## config.mk

```make
export PLATFORM = sky130hd
export DESIGN_NAME = source_text_tokenizer
export DESIGN_NICKNAME = d
export VERILOG_FILES = /design/src/rtl/core/stt_pkg.sv /design/src/rtl/core/source_text_tokenizer.sv /design/src/rtl/core/stt_result_fifo.sv
export VERILOG_INCLUDE_DIRS = /design/src /design/src/rtl/core
export SDC_FILE = /design/constraint.sdc
export NUM_CORES = 2
export LEC_CHECK = 0
export ABC_AREA = 0
export BUFFER_PORTS_ARGS = -buffer_cell sky130_fd_sc_hd__buf_2
export CAP_MARGIN = 20
export CORE_AREA = 2 2 238 415
export CTS_CLUSTER_DIAMETER = 40
export DETAILED_ROUTE_END_ITERATION = 6
export DIE_AREA = 0 0 240 417
export PLACE_DENSITY = 0.77
export SKIP_LAST_GASP = 1
export SLEW_MARGIN = 0
export SYNTH_ARGS = -nofsm -noshare
export SYNTH_HDL_FRONTEND = slang
export SYNTH_HIERARCHICAL = 1
export SYNTH_SLANG_ARGS = --single-unit
```

## constraint.sdc

```tcl
create_clock -name clk -period 10.7 [get_ports clk]
set_input_delay 0.535 -clock clk [delete_from_list [all_inputs] [get_ports clk]]
set_output_delay 0.535 -clock clk [all_outputs]
set_load 0.1 [all_outputs]
```

## src/rtl/core/source_text_tokenizer_defines.svh

```systemverilog
// source_text_tokenizer_defines.svh: assertion macros for the tokenizer RTL.
// Needs a clock named clk and an active-low reset named arst_n in scope.
`ifndef SOURCE_TEXT_TOKENIZER_DEFINES_SVH
`define SOURCE_TEXT_TOKENIZER_DEFINES_SVH

// Condition that must hold at every clock edge out of reset.
`define STT_ASSERT(lbl, cond, msg) \
	lbl: assert property (@(posedge clk) disable iff (!arst_n) (cond)) else $error(msg);

// Condition that must hold in the cycle after a trigger.
`define STT_ASSERT_NEXT(lbl, trig, cond, msg) \
	lbl: assert property (@(posedge clk) disable iff (!arst_n) (trig) |=> (cond)) \
		else $error(msg);

`endif

```

## src/rtl/core/stt_pkg.sv

```systemverilog
// stt_pkg: token kinds, character codes, result type and character-class helpers.
// Shared by the tokenizer top level and its result queue; no dependencies.
package stt_pkg;

	localparam int OFS_W       = 16;
	localparam int LEN_W       = 16;
	localparam int VAL_W       = 64;
	localparam int KIND_W      = 5;
	localparam int KW_MAX_LEN  = 6;
	localparam int KW_IDX_W    = $clog2(KW_MAX_LEN);
	localparam int FIFO_DEPTH  = 8;
	localparam logic [LEN_W-1:0] LEN_MAX = '1;

	typedef logic [KIND_W-1:0] kind_t;
	typedef logic [KW_MAX_LEN-1:0][7:0] prefix_t;

	// Token kinds
	localparam kind_t KIND_EOF        = 5'd0;
	localparam kind_t KIND_COMMA      = 5'd1;
	localparam kind_t KIND_LPAREN     = 5'd2;
	localparam kind_t KIND_RPAREN     = 5'd3;
	localparam kind_t KIND_LBRACE     = 5'd4;
	localparam kind_t KIND_RBRACE     = 5'd5;
	localparam kind_t KIND_EQUALS     = 5'd6;
	localparam kind_t KIND_PLUS       = 5'd7;
	localparam kind_t KIND_MINUS      = 5'd8;
	localparam kind_t KIND_STAR       = 5'd9;
	localparam kind_t KIND_SLASH      = 5'd10;
	localparam kind_t KIND_SEMI       = 5'd11;
	localparam kind_t KIND_ARROW      = 5'd12;
	localparam kind_t KIND_EQUALITY   = 5'd13;
	localparam kind_t KIND_INEQUALITY = 5'd14;
	localparam kind_t KIND_INTEGER    = 5'd15;
	localparam kind_t KIND_IDENT      = 5'd16;
	localparam kind_t KIND_KW_FUNC    = 5'd17;
	localparam kind_t KIND_KW_VAR     = 5'd18;
	localparam kind_t KIND_KW_IF      = 5'd19;
	localparam kind_t KIND_KW_RETURN  = 5'd20;
	localparam kind_t KIND_KW_CHAR    = 5'd21;
	localparam kind_t KIND_KW_INT     = 5'd22;
	localparam kind_t KIND_ERROR      = 5'd23;

	// Character codes with special meaning
	localparam logic [7:0] CH_NUL   = 8'h00;
	localparam logic [7:0] CH_TAB   = 8'h09;
	localparam logic [7:0] CH_LF    = 8'h0A;
	localparam logic [7:0] CH_CR    = 8'h0D;
	localparam logic [7:0] CH_SPACE = 8'h20;
	localparam logic [7:0] CH_BANG  = 8'h21;
	localparam logic [7:0] CH_MINUS = 8'h2D;
	localparam logic [7:0] CH_ZERO  = 8'h30;
	localparam logic [7:0] CH_EQ    = 8'h3D;
	localparam logic [7:0] CH_GT    = 8'h3E;

	// One result item
	typedef struct packed {
		kind_t             kind;
		logic [VAL_W-1:0]  value;
		logic [OFS_W-1:0]  start;
		logic [LEN_W-1:0]  len;
		logic              last;
	} res_t;

	function automatic res_t mk_res(kind_t kind, logic [VAL_W-1:0] value,
		logic [OFS_W-1:0] start, logic [LEN_W-1:0] len);
		res_t r;
		r.kind  = kind;
		r.value = value;
		r.start = start;
		r.len   = len;
		r.last  = 1'b0;
		return r;
	endfunction

	function automatic logic is_space(logic [7:0] c);
		return c inside {CH_SPACE, CH_LF, CH_TAB, CH_CR};
	endfunction

	function automatic logic is_digit(logic [7:0] c);
		return c inside {[8'h30:8'h39]};
	endfunction

	function automatic logic is_word_start(logic [7:0] c);
		return c inside {[8'h61:8'h7A], [8'h41:8'h5A], 8'h5F};
	endfunction

	// Kind of a one-character mark, KIND_EOF when c is none
	function automatic kind_t single_kind(logic [7:0] c);
		kind_t k;
		case (c)
			8'h2C:   k = KIND_COMMA;
			8'h28:   k = KIND_LPAREN;
			8'h29:   k = KIND_RPAREN;
			8'h7B:   k = KIND_LBRACE;
			8'h7D:   k = KIND_RBRACE;
			CH_EQ:   k = KIND_EQUALS;
			8'h2B:   k = KIND_PLUS;
			CH_MINUS: k = KIND_MINUS;
			8'h2A:   k = KIND_STAR;
			8'h2F:   k = KIND_SLASH;
			8'h3B:   k = KIND_SEMI;
			default: k = KIND_EOF;
		endcase
		return k;
	endfunction

	// Keyword lookup; only prefix bytes below the word length are looked at
	function automatic kind_t keyword_kind(prefix_t p, logic [LEN_W-1:0] wlen);
		kind_t k;
		k = KIND_IDENT;
		if (wlen == LEN_W'(4) && p[0] == "f" && p[1] == "u" && p[2] == "n" && p[3] == "c")
			k = KIND_KW_FUNC;
		else if (wlen == LEN_W'(3) && p[0] == "v" && p[1] == "a" && p[2] == "r")
			k = KIND_KW_VAR;
		else if (wlen == LEN_W'(2) && p[0] == "i" && p[1] == "f")
			k = KIND_KW_IF;
		else if (wlen == LEN_W'(6) && p[0] == "r" && p[1] == "e" && p[2] == "t" &&
			p[3] == "u" && p[4] == "r" && p[5] == "n")
			k = KIND_KW_RETURN;
		else if (wlen == LEN_W'(4) && p[0] == "c" && p[1] == "h" && p[2] == "a" && p[3] == "r")
			k = KIND_KW_CHAR;
		else if (wlen == LEN_W'(3) && p[0] == "i" && p[1] == "n" && p[2] == "t")
			k = KIND_KW_INT;
		return k;
	endfunction

endpackage

```

## src/rtl/core/source_text_tokenizer.sv

```systemverilog
// source_text_tokenizer: streaming lexer, one source byte per item in, tokens out.
// Depends on stt_pkg, stt_result_fifo and source_text_tokenizer_defines.svh.
//
// Source bytes enter on char_code under in_valid/in_ready and are scanned one per
// clock: an input register feeds a single stage of scan logic that updates the
// lexer state and pushes zero, one or two tokens into an eight-entry result queue.
// A byte's tokens reach the outputs through the input register and the result queue,
// and a new byte is taken every cycle while the queue holds four items or fewer, so a
// byte that ends a token and starts another (two results) still flows at one per
// cycle when the consumer keeps out_ready high. last_of_run marks the final token
// caused by a byte. A zero byte flushes any pending token, emits end-of-file and
// returns the lexer to its reset state; after an error token, bytes are ignored
// until the zero byte. Identifiers report offset and length only; offsets wrap at
// 2^16 and lengths saturate at 65535.
`include "source_text_tokenizer_defines.svh"

module source_text_tokenizer import stt_pkg::*; (
	input  logic              clk,
	input  logic              arst_n,
	input  logic              in_valid,
	output logic              in_ready,
	input  logic [7:0]        char_code,
	output logic              out_valid,
	input  logic              out_ready,
	output logic [KIND_W-1:0] token_kind,
	output logic [VAL_W-1:0]  int_value,
	output logic [OFS_W-1:0]  start_offset,
	output logic [LEN_W-1:0]  token_length,
	output logic              last_of_run
);

	localparam logic [2:0] MODE_IDLE   = 3'd0;
	localparam logic [2:0] MODE_MARK   = 3'd1;
	localparam logic [2:0] MODE_NUMBER = 3'd2;
	localparam logic [2:0] MODE_WORD   = 3'd3;
	localparam logic [2:0] MODE_ERROR  = 3'd4;

	logic             valid_s1;
	logic [7:0]       char_s1;

	logic [2:0]       mode_q,   mode_d;
	logic [7:0]       pend_q,   pend_d;
	logic [VAL_W-1:0] acc_q,    acc_d;
	prefix_t          prefix_q, prefix_d;
	logic [LEN_W-1:0] wlen_q,   wlen_d;
	logic [OFS_W-1:0] tstart_q, tstart_d;
	logic [OFS_W-1:0] pos_q,    pos_d;

	logic             fresh;
	logic             rst_all;
	logic [1:0]       n_res;
	res_t             res [2];
	logic [LEN_W-1:0] wlen_inc;
	logic [VAL_W-1:0] digit_val;
	logic             room;
	res_t             head_item;

	assign in_ready  = room;
	assign wlen_inc  = (wlen_q != LEN_MAX) ? LEN_W'(wlen_q + 1'b1) : wlen_q;
	assign digit_val = VAL_W'(char_s1 - CH_ZERO);

	// input register
	always_ff @(posedge clk or negedge arst_n) begin
		if (!arst_n) begin
			valid_s1 <= 1'b0;
		end else begin
			valid_s1 <= in_valid && in_ready;
		end
	end

	always_ff @(posedge clk) begin
		if (in_valid && in_ready)
			char_s1 <= char_code;
	end

	// scan one byte: continue the token in progress, then scan afresh if it ended
	always_comb begin
		fresh    = 1'b0;
		rst_all  = 1'b0;
		n_res    = 2'd0;
		res[0]   = '0;
		res[1]   = '0;
		mode_d   = mode_q;
		pend_d   = pend_q;
		acc_d    = acc_q;
		prefix_d = prefix_q;
		wlen_d   = wlen_q;
		tstart_d = tstart_q;
		if (valid_s1) begin
			case (mode_q)
				MODE_MARK: begin
					mode_d = MODE_IDLE;
					n_res  = 2'd1;
					if (pend_q == CH_MINUS && char_s1 == CH_GT) begin
						res[0] = mk_res(KIND_ARROW, '0, tstart_q, LEN_W'(2));
					end else if (pend_q == CH_EQ && char_s1 == CH_EQ) begin
						res[0] = mk_res(KIND_EQUALITY, '0, tstart_q, LEN_W'(2));
					end else if (pend_q == CH_BANG && char_s1 == CH_EQ) begin
						res[0] = mk_res(KIND_INEQUALITY, '0, tstart_q, LEN_W'(2));
					end else if (pend_q == CH_MINUS || pend_q == CH_EQ) begin
						res[0] = mk_res((pend_q == CH_MINUS) ? KIND_MINUS : KIND_EQUALS, '0,
							tstart_q, LEN_W'(1));
						fresh  = 1'b1;
					end else begin
						// lone '!'
						res[0] = mk_res(KIND_ERROR, '0, tstart_q, LEN_W'(1));
						mode_d = MODE_ERROR;
						if (char_s1 == CH_NUL) begin
							res[1]  = mk_res(KIND_EOF, '0, pos_q, '0);
							n_res   = 2'd2;
							rst_all = 1'b1;
						end
					end
				end
				MODE_NUMBER: begin
					if (is_digit(char_s1)) begin
						acc_d  = (acc_q << 3) + (acc_q << 1) + digit_val;
						wlen_d = wlen_inc;
					end else begin
						res[0] = mk_res(KIND_INTEGER, acc_q, tstart_q, wlen_q);
						n_res  = 2'd1;
						mode_d = MODE_IDLE;
						fresh  = 1'b1;
					end
				end
				MODE_WORD: begin
					if (is_word_start(char_s1) || is_digit(char_s1)) begin
						if (wlen_q < LEN_W'(KW_MAX_LEN))
							prefix_d[wlen_q[KW_IDX_W-1:0]] = char_s1;
						wlen_d = wlen_inc;
					end else begin
						res[0] = mk_res(keyword_kind(prefix_q, wlen_q), '0, tstart_q, wlen_q);
						n_res  = 2'd1;
						mode_d = MODE_IDLE;
						fresh  = 1'b1;
					end
				end
				MODE_ERROR: begin
					if (char_s1 == CH_NUL) begin
						res[0]  = mk_res(KIND_EOF, '0, pos_q, '0);
						n_res   = 2'd1;
						rst_all = 1'b1;
					end
				end
				default: begin
					mode_d = MODE_IDLE;
					fresh  = 1'b1;
				end
			endcase

			if (fresh) begin
				if (char_s1 == CH_NUL) begin
					res[n_res[0]] = mk_res(KIND_EOF, '0, pos_q, '0);
					n_res         = n_res + 2'd1;
					rst_all       = 1'b1;
				end else if (is_space(char_s1)) begin
					mode_d = MODE_IDLE;
				end else if (char_s1 == CH_MINUS || char_s1 == CH_EQ || char_s1 == CH_BANG) begin
					mode_d   = MODE_MARK;
					pend_d   = char_s1;
					tstart_d = pos_q;
				end else if (single_kind(char_s1) != KIND_EOF) begin
					res[n_res[0]] = mk_res(single_kind(char_s1), '0, pos_q, LEN_W'(1));
					n_res         = n_res + 2'd1;
				end else if (is_digit(char_s1)) begin
					mode_d   = MODE_NUMBER;
					acc_d    = digit_val;
					wlen_d   = LEN_W'(1);
					tstart_d = pos_q;
				end else if (is_word_start(char_s1)) begin
					mode_d      = MODE_WORD;
					prefix_d[0] = char_s1;
					wlen_d      = LEN_W'(1);
					tstart_d    = pos_q;
				end else begin
					res[n_res[0]] = mk_res(KIND_ERROR, '0, pos_q, LEN_W'(1));
					n_res         = n_res + 2'd1;
					mode_d        = MODE_ERROR;
				end
			end

			if (rst_all) begin
				mode_d   = MODE_IDLE;
				pend_d   = '0;
				acc_d    = '0;
				wlen_d   = '0;
				tstart_d = '0;
			end
		end

		// mark the final result of this byte
		if (n_res == 2'd1)
			res[0].last = 1'b1;
		if (n_res == 2'd2)
			res[1].last = 1'b1;

		if (rst_all)
			pos_d = '0;
		else if (valid_s1)
			pos_d = OFS_W'(pos_q + 1'b1);
		else
			pos_d = pos_q;
	end

	// lexer state
	always_ff @(posedge clk or negedge arst_n) begin
		if (!arst_n) begin
			mode_q   <= MODE_IDLE;
			pend_q   <= '0;
			acc_q    <= '0;
			wlen_q   <= '0;
			tstart_q <= '0;
			pos_q    <= '0;
		end else begin
			mode_q   <= mode_d;
			pend_q   <= pend_d;
			acc_q    <= acc_d;
			wlen_q   <= wlen_d;
			tstart_q <= tstart_d;
			pos_q    <= pos_d;
		end
	end

	// keyword prefix: undefined until written
	always_ff @(posedge clk) begin
		prefix_q <= prefix_d;
	end

	// result queue
	stt_result_fifo u_fifo (
		.clk        (clk),
		.arst_n     (arst_n),
		.push_cnt   (n_res),
		.item0      (res[0]),
		.item1      (res[1]),
		.room       (room),
		.head_valid (out_valid),
		.head_ready (out_ready),
		.head_item  (head_item)
	);

	assign token_kind   = head_item.kind;
	assign int_value    = head_item.value;
	assign start_offset = head_item.start;
	assign token_length = head_item.len;
	assign last_of_run  = head_item.last;

	`STT_ASSERT(a_error_quiet, !(valid_s1 && mode_q == MODE_ERROR && char_s1 != CH_NUL && n_res != 2'd0), "byte in error mode produced a token")
	`STT_ASSERT_NEXT(a_nul_resets, valid_s1 && char_s1 == CH_NUL, mode_q == MODE_IDLE && pos_q == '0, "zero byte did not reset the lexer")
	`STT_ASSERT(a_eof_last, !(n_res == 2'd2 && res[0].kind == KIND_EOF), "end-of-file token not last of its byte")

endmodule

```

## src/rtl/core/stt_result_fifo.sv

```systemverilog
// stt_result_fifo: small queue of result items, up to two pushed per cycle.
// Depends on stt_pkg and source_text_tokenizer_defines.svh.
`include "source_text_tokenizer_defines.svh"

module stt_result_fifo import stt_pkg::*; (
	input  logic       clk,
	input  logic       arst_n,
	input  logic [1:0] push_cnt,
	input  res_t       item0,
	input  res_t       item1,
	output logic       room,
	output logic       head_valid,
	input  logic       head_ready,
	output res_t       head_item
);

	localparam int IDX_W = $clog2(FIFO_DEPTH);
	localparam int CNT_W = $clog2(FIFO_DEPTH + 1);

	res_t             mem_q [FIFO_DEPTH];
	logic [IDX_W-1:0] head_q;
	logic [IDX_W-1:0] tail_q;
	logic [CNT_W-1:0] count_q;
	logic             pop;

	assign head_valid = (count_q != '0);
	assign head_item  = mem_q[head_q];
	assign pop        = head_valid && head_ready;
	// room for one item in the input stage and one in flight, two results each
	assign room       = (count_q <= CNT_W'(FIFO_DEPTH - 4));

	// storage
	always_ff @(posedge clk) begin
		if (push_cnt != 2'd0)
			mem_q[tail_q] <= item0;
		if (push_cnt == 2'd2)
			mem_q[IDX_W'(tail_q + 1'b1)] <= item1;
	end

	// pointers and fill count
	always_ff @(posedge clk or negedge arst_n) begin
		if (!arst_n) begin
			head_q  <= '0;
			tail_q  <= '0;
			count_q <= '0;
		end else begin
			tail_q  <= IDX_W'(tail_q + IDX_W'(push_cnt));
			if (pop)
				head_q <= IDX_W'(head_q + 1'b1);
			count_q <= CNT_W'(count_q + CNT_W'(push_cnt) - CNT_W'(pop));
		end
	end

	`STT_ASSERT(a_cnt_bound, count_q <= CNT_W'(FIFO_DEPTH), "result queue count out of range")
	`STT_ASSERT(a_push_fits, (CNT_W + 1)'(count_q) + (CNT_W + 1)'(push_cnt) <= (CNT_W + 1)'(FIFO_DEPTH) + (CNT_W + 1)'(pop), "result queue overflow")
	`STT_ASSERT_NEXT(a_head_step, pop, head_q == IDX_W'($past(head_q) + 1'b1), "head did not advance on pop")

endmodule

```

==> results.ini <==
[outcome]
status=completed

[synthesis]
yosysWarningCount=6
syn_avg_cell_area_um2=14.6
yosysMostFrequentCell=mux2_2
synthFlopType=edfxtp_1
synth_area_leaders=edfxtp_1 (47%), mux2_2 (18%), mux4_2 (8.3%), dfrtp_1 (6.0%), fa_1 (2.2%)
synth_largest_area_cell=edfxtp_1
yosys-top-cells-count=mux2_2 (887), edfxtp_1 (872), mux4_2 (204)
yosysUniqueCellTypes=105
syn_area_mm2=0.0556
synth_seq_cells=1006
ys_seq_area_frac=0.531
synth_cells=3818
synth_edf_count=872
synth_top_area_frac=0.471
ys_async_sr_fraction=0.133

[power_and_ir_drop]
ir_drop_mv=0.292
powerDensity_mw_per_mm2=302
power_leakage_nw=25.7
finalPower_mw=19.3

[sta]
fin_skew_ps=35.0
timing.final.crit_share=0.633
slew_headroom=0.211
holdWs_ps=92.8
setup_tns_ps=0
hold_viol=0
setup_viol_count_final=0
final_max_slew_viol_count=0
finalCriticalPeriod_ps=6770
worst_slew_pin_slew_ps=1180
worst_slack_ps=3930
max_freq_mhz=148
rsz0062_at_grt=false

[critical_path]
crit_slowest_cell=buf_4
cp.arrival_ps=7100
crit_path_cell_trace=ha_1 > o211ai_1 > and4_1 > nor3_1 > nor2_1 > inv_1 > ha_1 > o31ai_1 > a21oi_1 > buf_4 > nor4b_2 > nand2_4 > o31ai_4 > buf_4 > buf_4
crit_path_end_kind=flop
critical_path_class=reg2reg
worst-path-buf-inv=4
r2r_slack_ps=3930
cp_max_fo=48
crit_path_start_kind=flop
cp_common_cell=buf_4
crit_family=simple AND/OR/NAND/NOR gates
crit_required_ps=11030
cpPeakStageDelay_ps=740

[clock_network]
cts_max_level=3
cts_made_buffers=108
cts.clk_slew.worst_paths_ps=60
cts-root-buf=clkbuf_16
numClockSinks=1006
cts.path.max_buffers=3
postCtsSetupBuffers=0
hold_buffers=9
clock_latency_ps=740
cts_resized=0
tritoncts=done

[final_layout]
ff_latch_area_mm2=0.0296
drive_above_1_share=0.333
area_growth_syn_to_layout_pct=14.6
fillCellCount=7146
nets=4661
layoutNonFillerInstCount=5897
multiInputGateArea_mm2=0.0273

[floorplanning]
die_area_mm2=0.100
rows=151
die_h_um=417
start_util=0.575
coreArea_mm2=0.0967
die_x_um=240
ios=116

[worst_hold_path]
min_path_type=in2reg

[grt]
grt_antenna_before_repair=3
grt_pass1_vias=38000
grt_pass1_wl_mm=226
grt_overflow=0
groute.usage.overall=0.304
grt_max_degree=94

[job]
cap_violations=0

[placement]
post-dp-hpwl_mm=91.8
pre_cts_ws_ps=4110
routabilityCongestion=0.940
io_buffers=115
placedCellCount=5683

[detailed_routing]
ant_nets=0
vias_per_cell=6.03
wl_per_cell_um=25.3
vias=35600
drtIter0Drc=2585
drtPass1Iterations=5
wirelength_mm=149
drc=0

-- per-stage QoR --
stage,utilization,instance area [um^2]
floorplan,-,58000
global placement,0.618,59700
global route,0.659,63700
CTS,0.659,63700
detailed placement,0.618,59800
finish,0.659,63700
-- worst paths after layout --
| kind | start | end | cells past startpoint |
|---|---|---|---|
| max | char_s1[4] | u_fifo/mem_q[1][38] | 15 |
| min | out_ready | u_fifo/head_q[2] | 3 |
| max reg2reg | char_s1[4] | u_fifo/mem_q[1][38] | 15 |
| min reg2reg | pend_q[6] | pend_q[6] | 1 |
| max in group asynchronous | arst_n | wlen_q[9] | 3 |
| min in group asynchronous | arst_n | u_fifo/head_q[2] | 2 |
-- worst min-delay path, cell delays in order --
cell and delay [ps]:
buf_2 110, nand3_1 90, xnor2_1 60
-- sequential cells by signal, indices dropped and copies added (netlist names) --
name,count
u_fifo/mem_q,816
prefix_q,48
valid_s1,1
pos_q,16
u_fifo/count_q,4
u_fifo/head_q,3
acc_q,64
u_fifo/tail_q,3
char_s1,8
tstart_q,16
mode_q,3
pend_q,8
wlen_q,16
-- power by group --
| group | switching (mW) | internal, mW |
|---|---|---|
| clock | 1.68 | 2.35 |
| sequential | 0.566 | 5.02 |
| combinational | 6.60 | 3.05 |
| total | 8.85 | 10.4 |
-- cells by family after synthesis --
logic type,Yosys count,synth area share
buffers and inverters,291,0.0235
flip-flops,1006,0.531
multiplexers,1138,0.272
XOR/XNOR,81,0.0130
AO/OA/AOI/OAI,520,0.0593
AND/OR/NAND/NOR,635,0.0597
other,1,0.0000675
adder cells (fa/ha/maj),146,0.0412
-- area by class of cell --
class,count,share of cell area
Inverter,43,0.00253
Antenna cell,1,0.0000393
Multi-Input combinational cell,3152,0.429
Clock buffer,122,0.0439
Clock inverter,81,0.0165
Timing Repair Buffer,192,0.0191
Sequential cell,1006,0.464
Tap cell,1300,0.0255
-- per-layer routing --
| layer | GRT usage | wire, um | share of wire | up-vias |
|---|---|---|---|---|
| met5 | 0 | 13 | 0.000087 | - |
| met2 | 0.553 | 79800 | 0.53 | 1262 |
| met4 | 0.176 | 9450 | 0.063 | 2 |
| met3 | 0.0420 | 7870 | 0.053 | 436 |
| li1 | - | - | - | 15600 |
| met1 | 0.337 | 52300 | 0.35 | 18200 |
-- cell usage in the layout, fill, tap and decap left out, types with 16 or more instances in the layout --
| cell type | Yosys | final |
|---|---|---|
| o21ai_0 | 130 | 126 |
| xor2_1 | 32 | 32 |
| mux2_1 | 43 | 43 |
| nand3_1 | 51 | 49 |
| inv_1 | 43 | 43 |
| and2_1 | 87 | 87 |
| nand4_1 | 24 | 24 |
| a22oi_1 | 18 | 18 |
| clkinv_2 | 0 | 17 |
| xnor2_1 | 47 | 47 |
| clkbuf_16 | 0 | 108 |
| buf_2 | 129 | 115 |
| buf_4 | 8 | 64 |
| nor2_1 | 119 | 117 |
| conb_1 | 1 | 632 |
| nor3_1 | 27 | 25 |
| nand2_1 | 180 | 176 |
| fa_1 | 62 | 62 |
| mux4_2 | 204 | 204 |
| a21o_1 | 65 | 65 |
| edfxtp_1 | 872 | 872 |
| mux2_2 | 887 | 887 |
| a21oi_1 | 149 | 149 |
| o21ai_1 | 17 | 16 |
| and3_1 | 29 | 29 |
| ha_1 | 84 | 84 |
| bufinv_16 | 0 | 18 |
| dfrtp_1 | 134 | 130 |
| nand2b_1 | 18 | 18 |
Note: power is estimated with default switching activity, not from simulation.
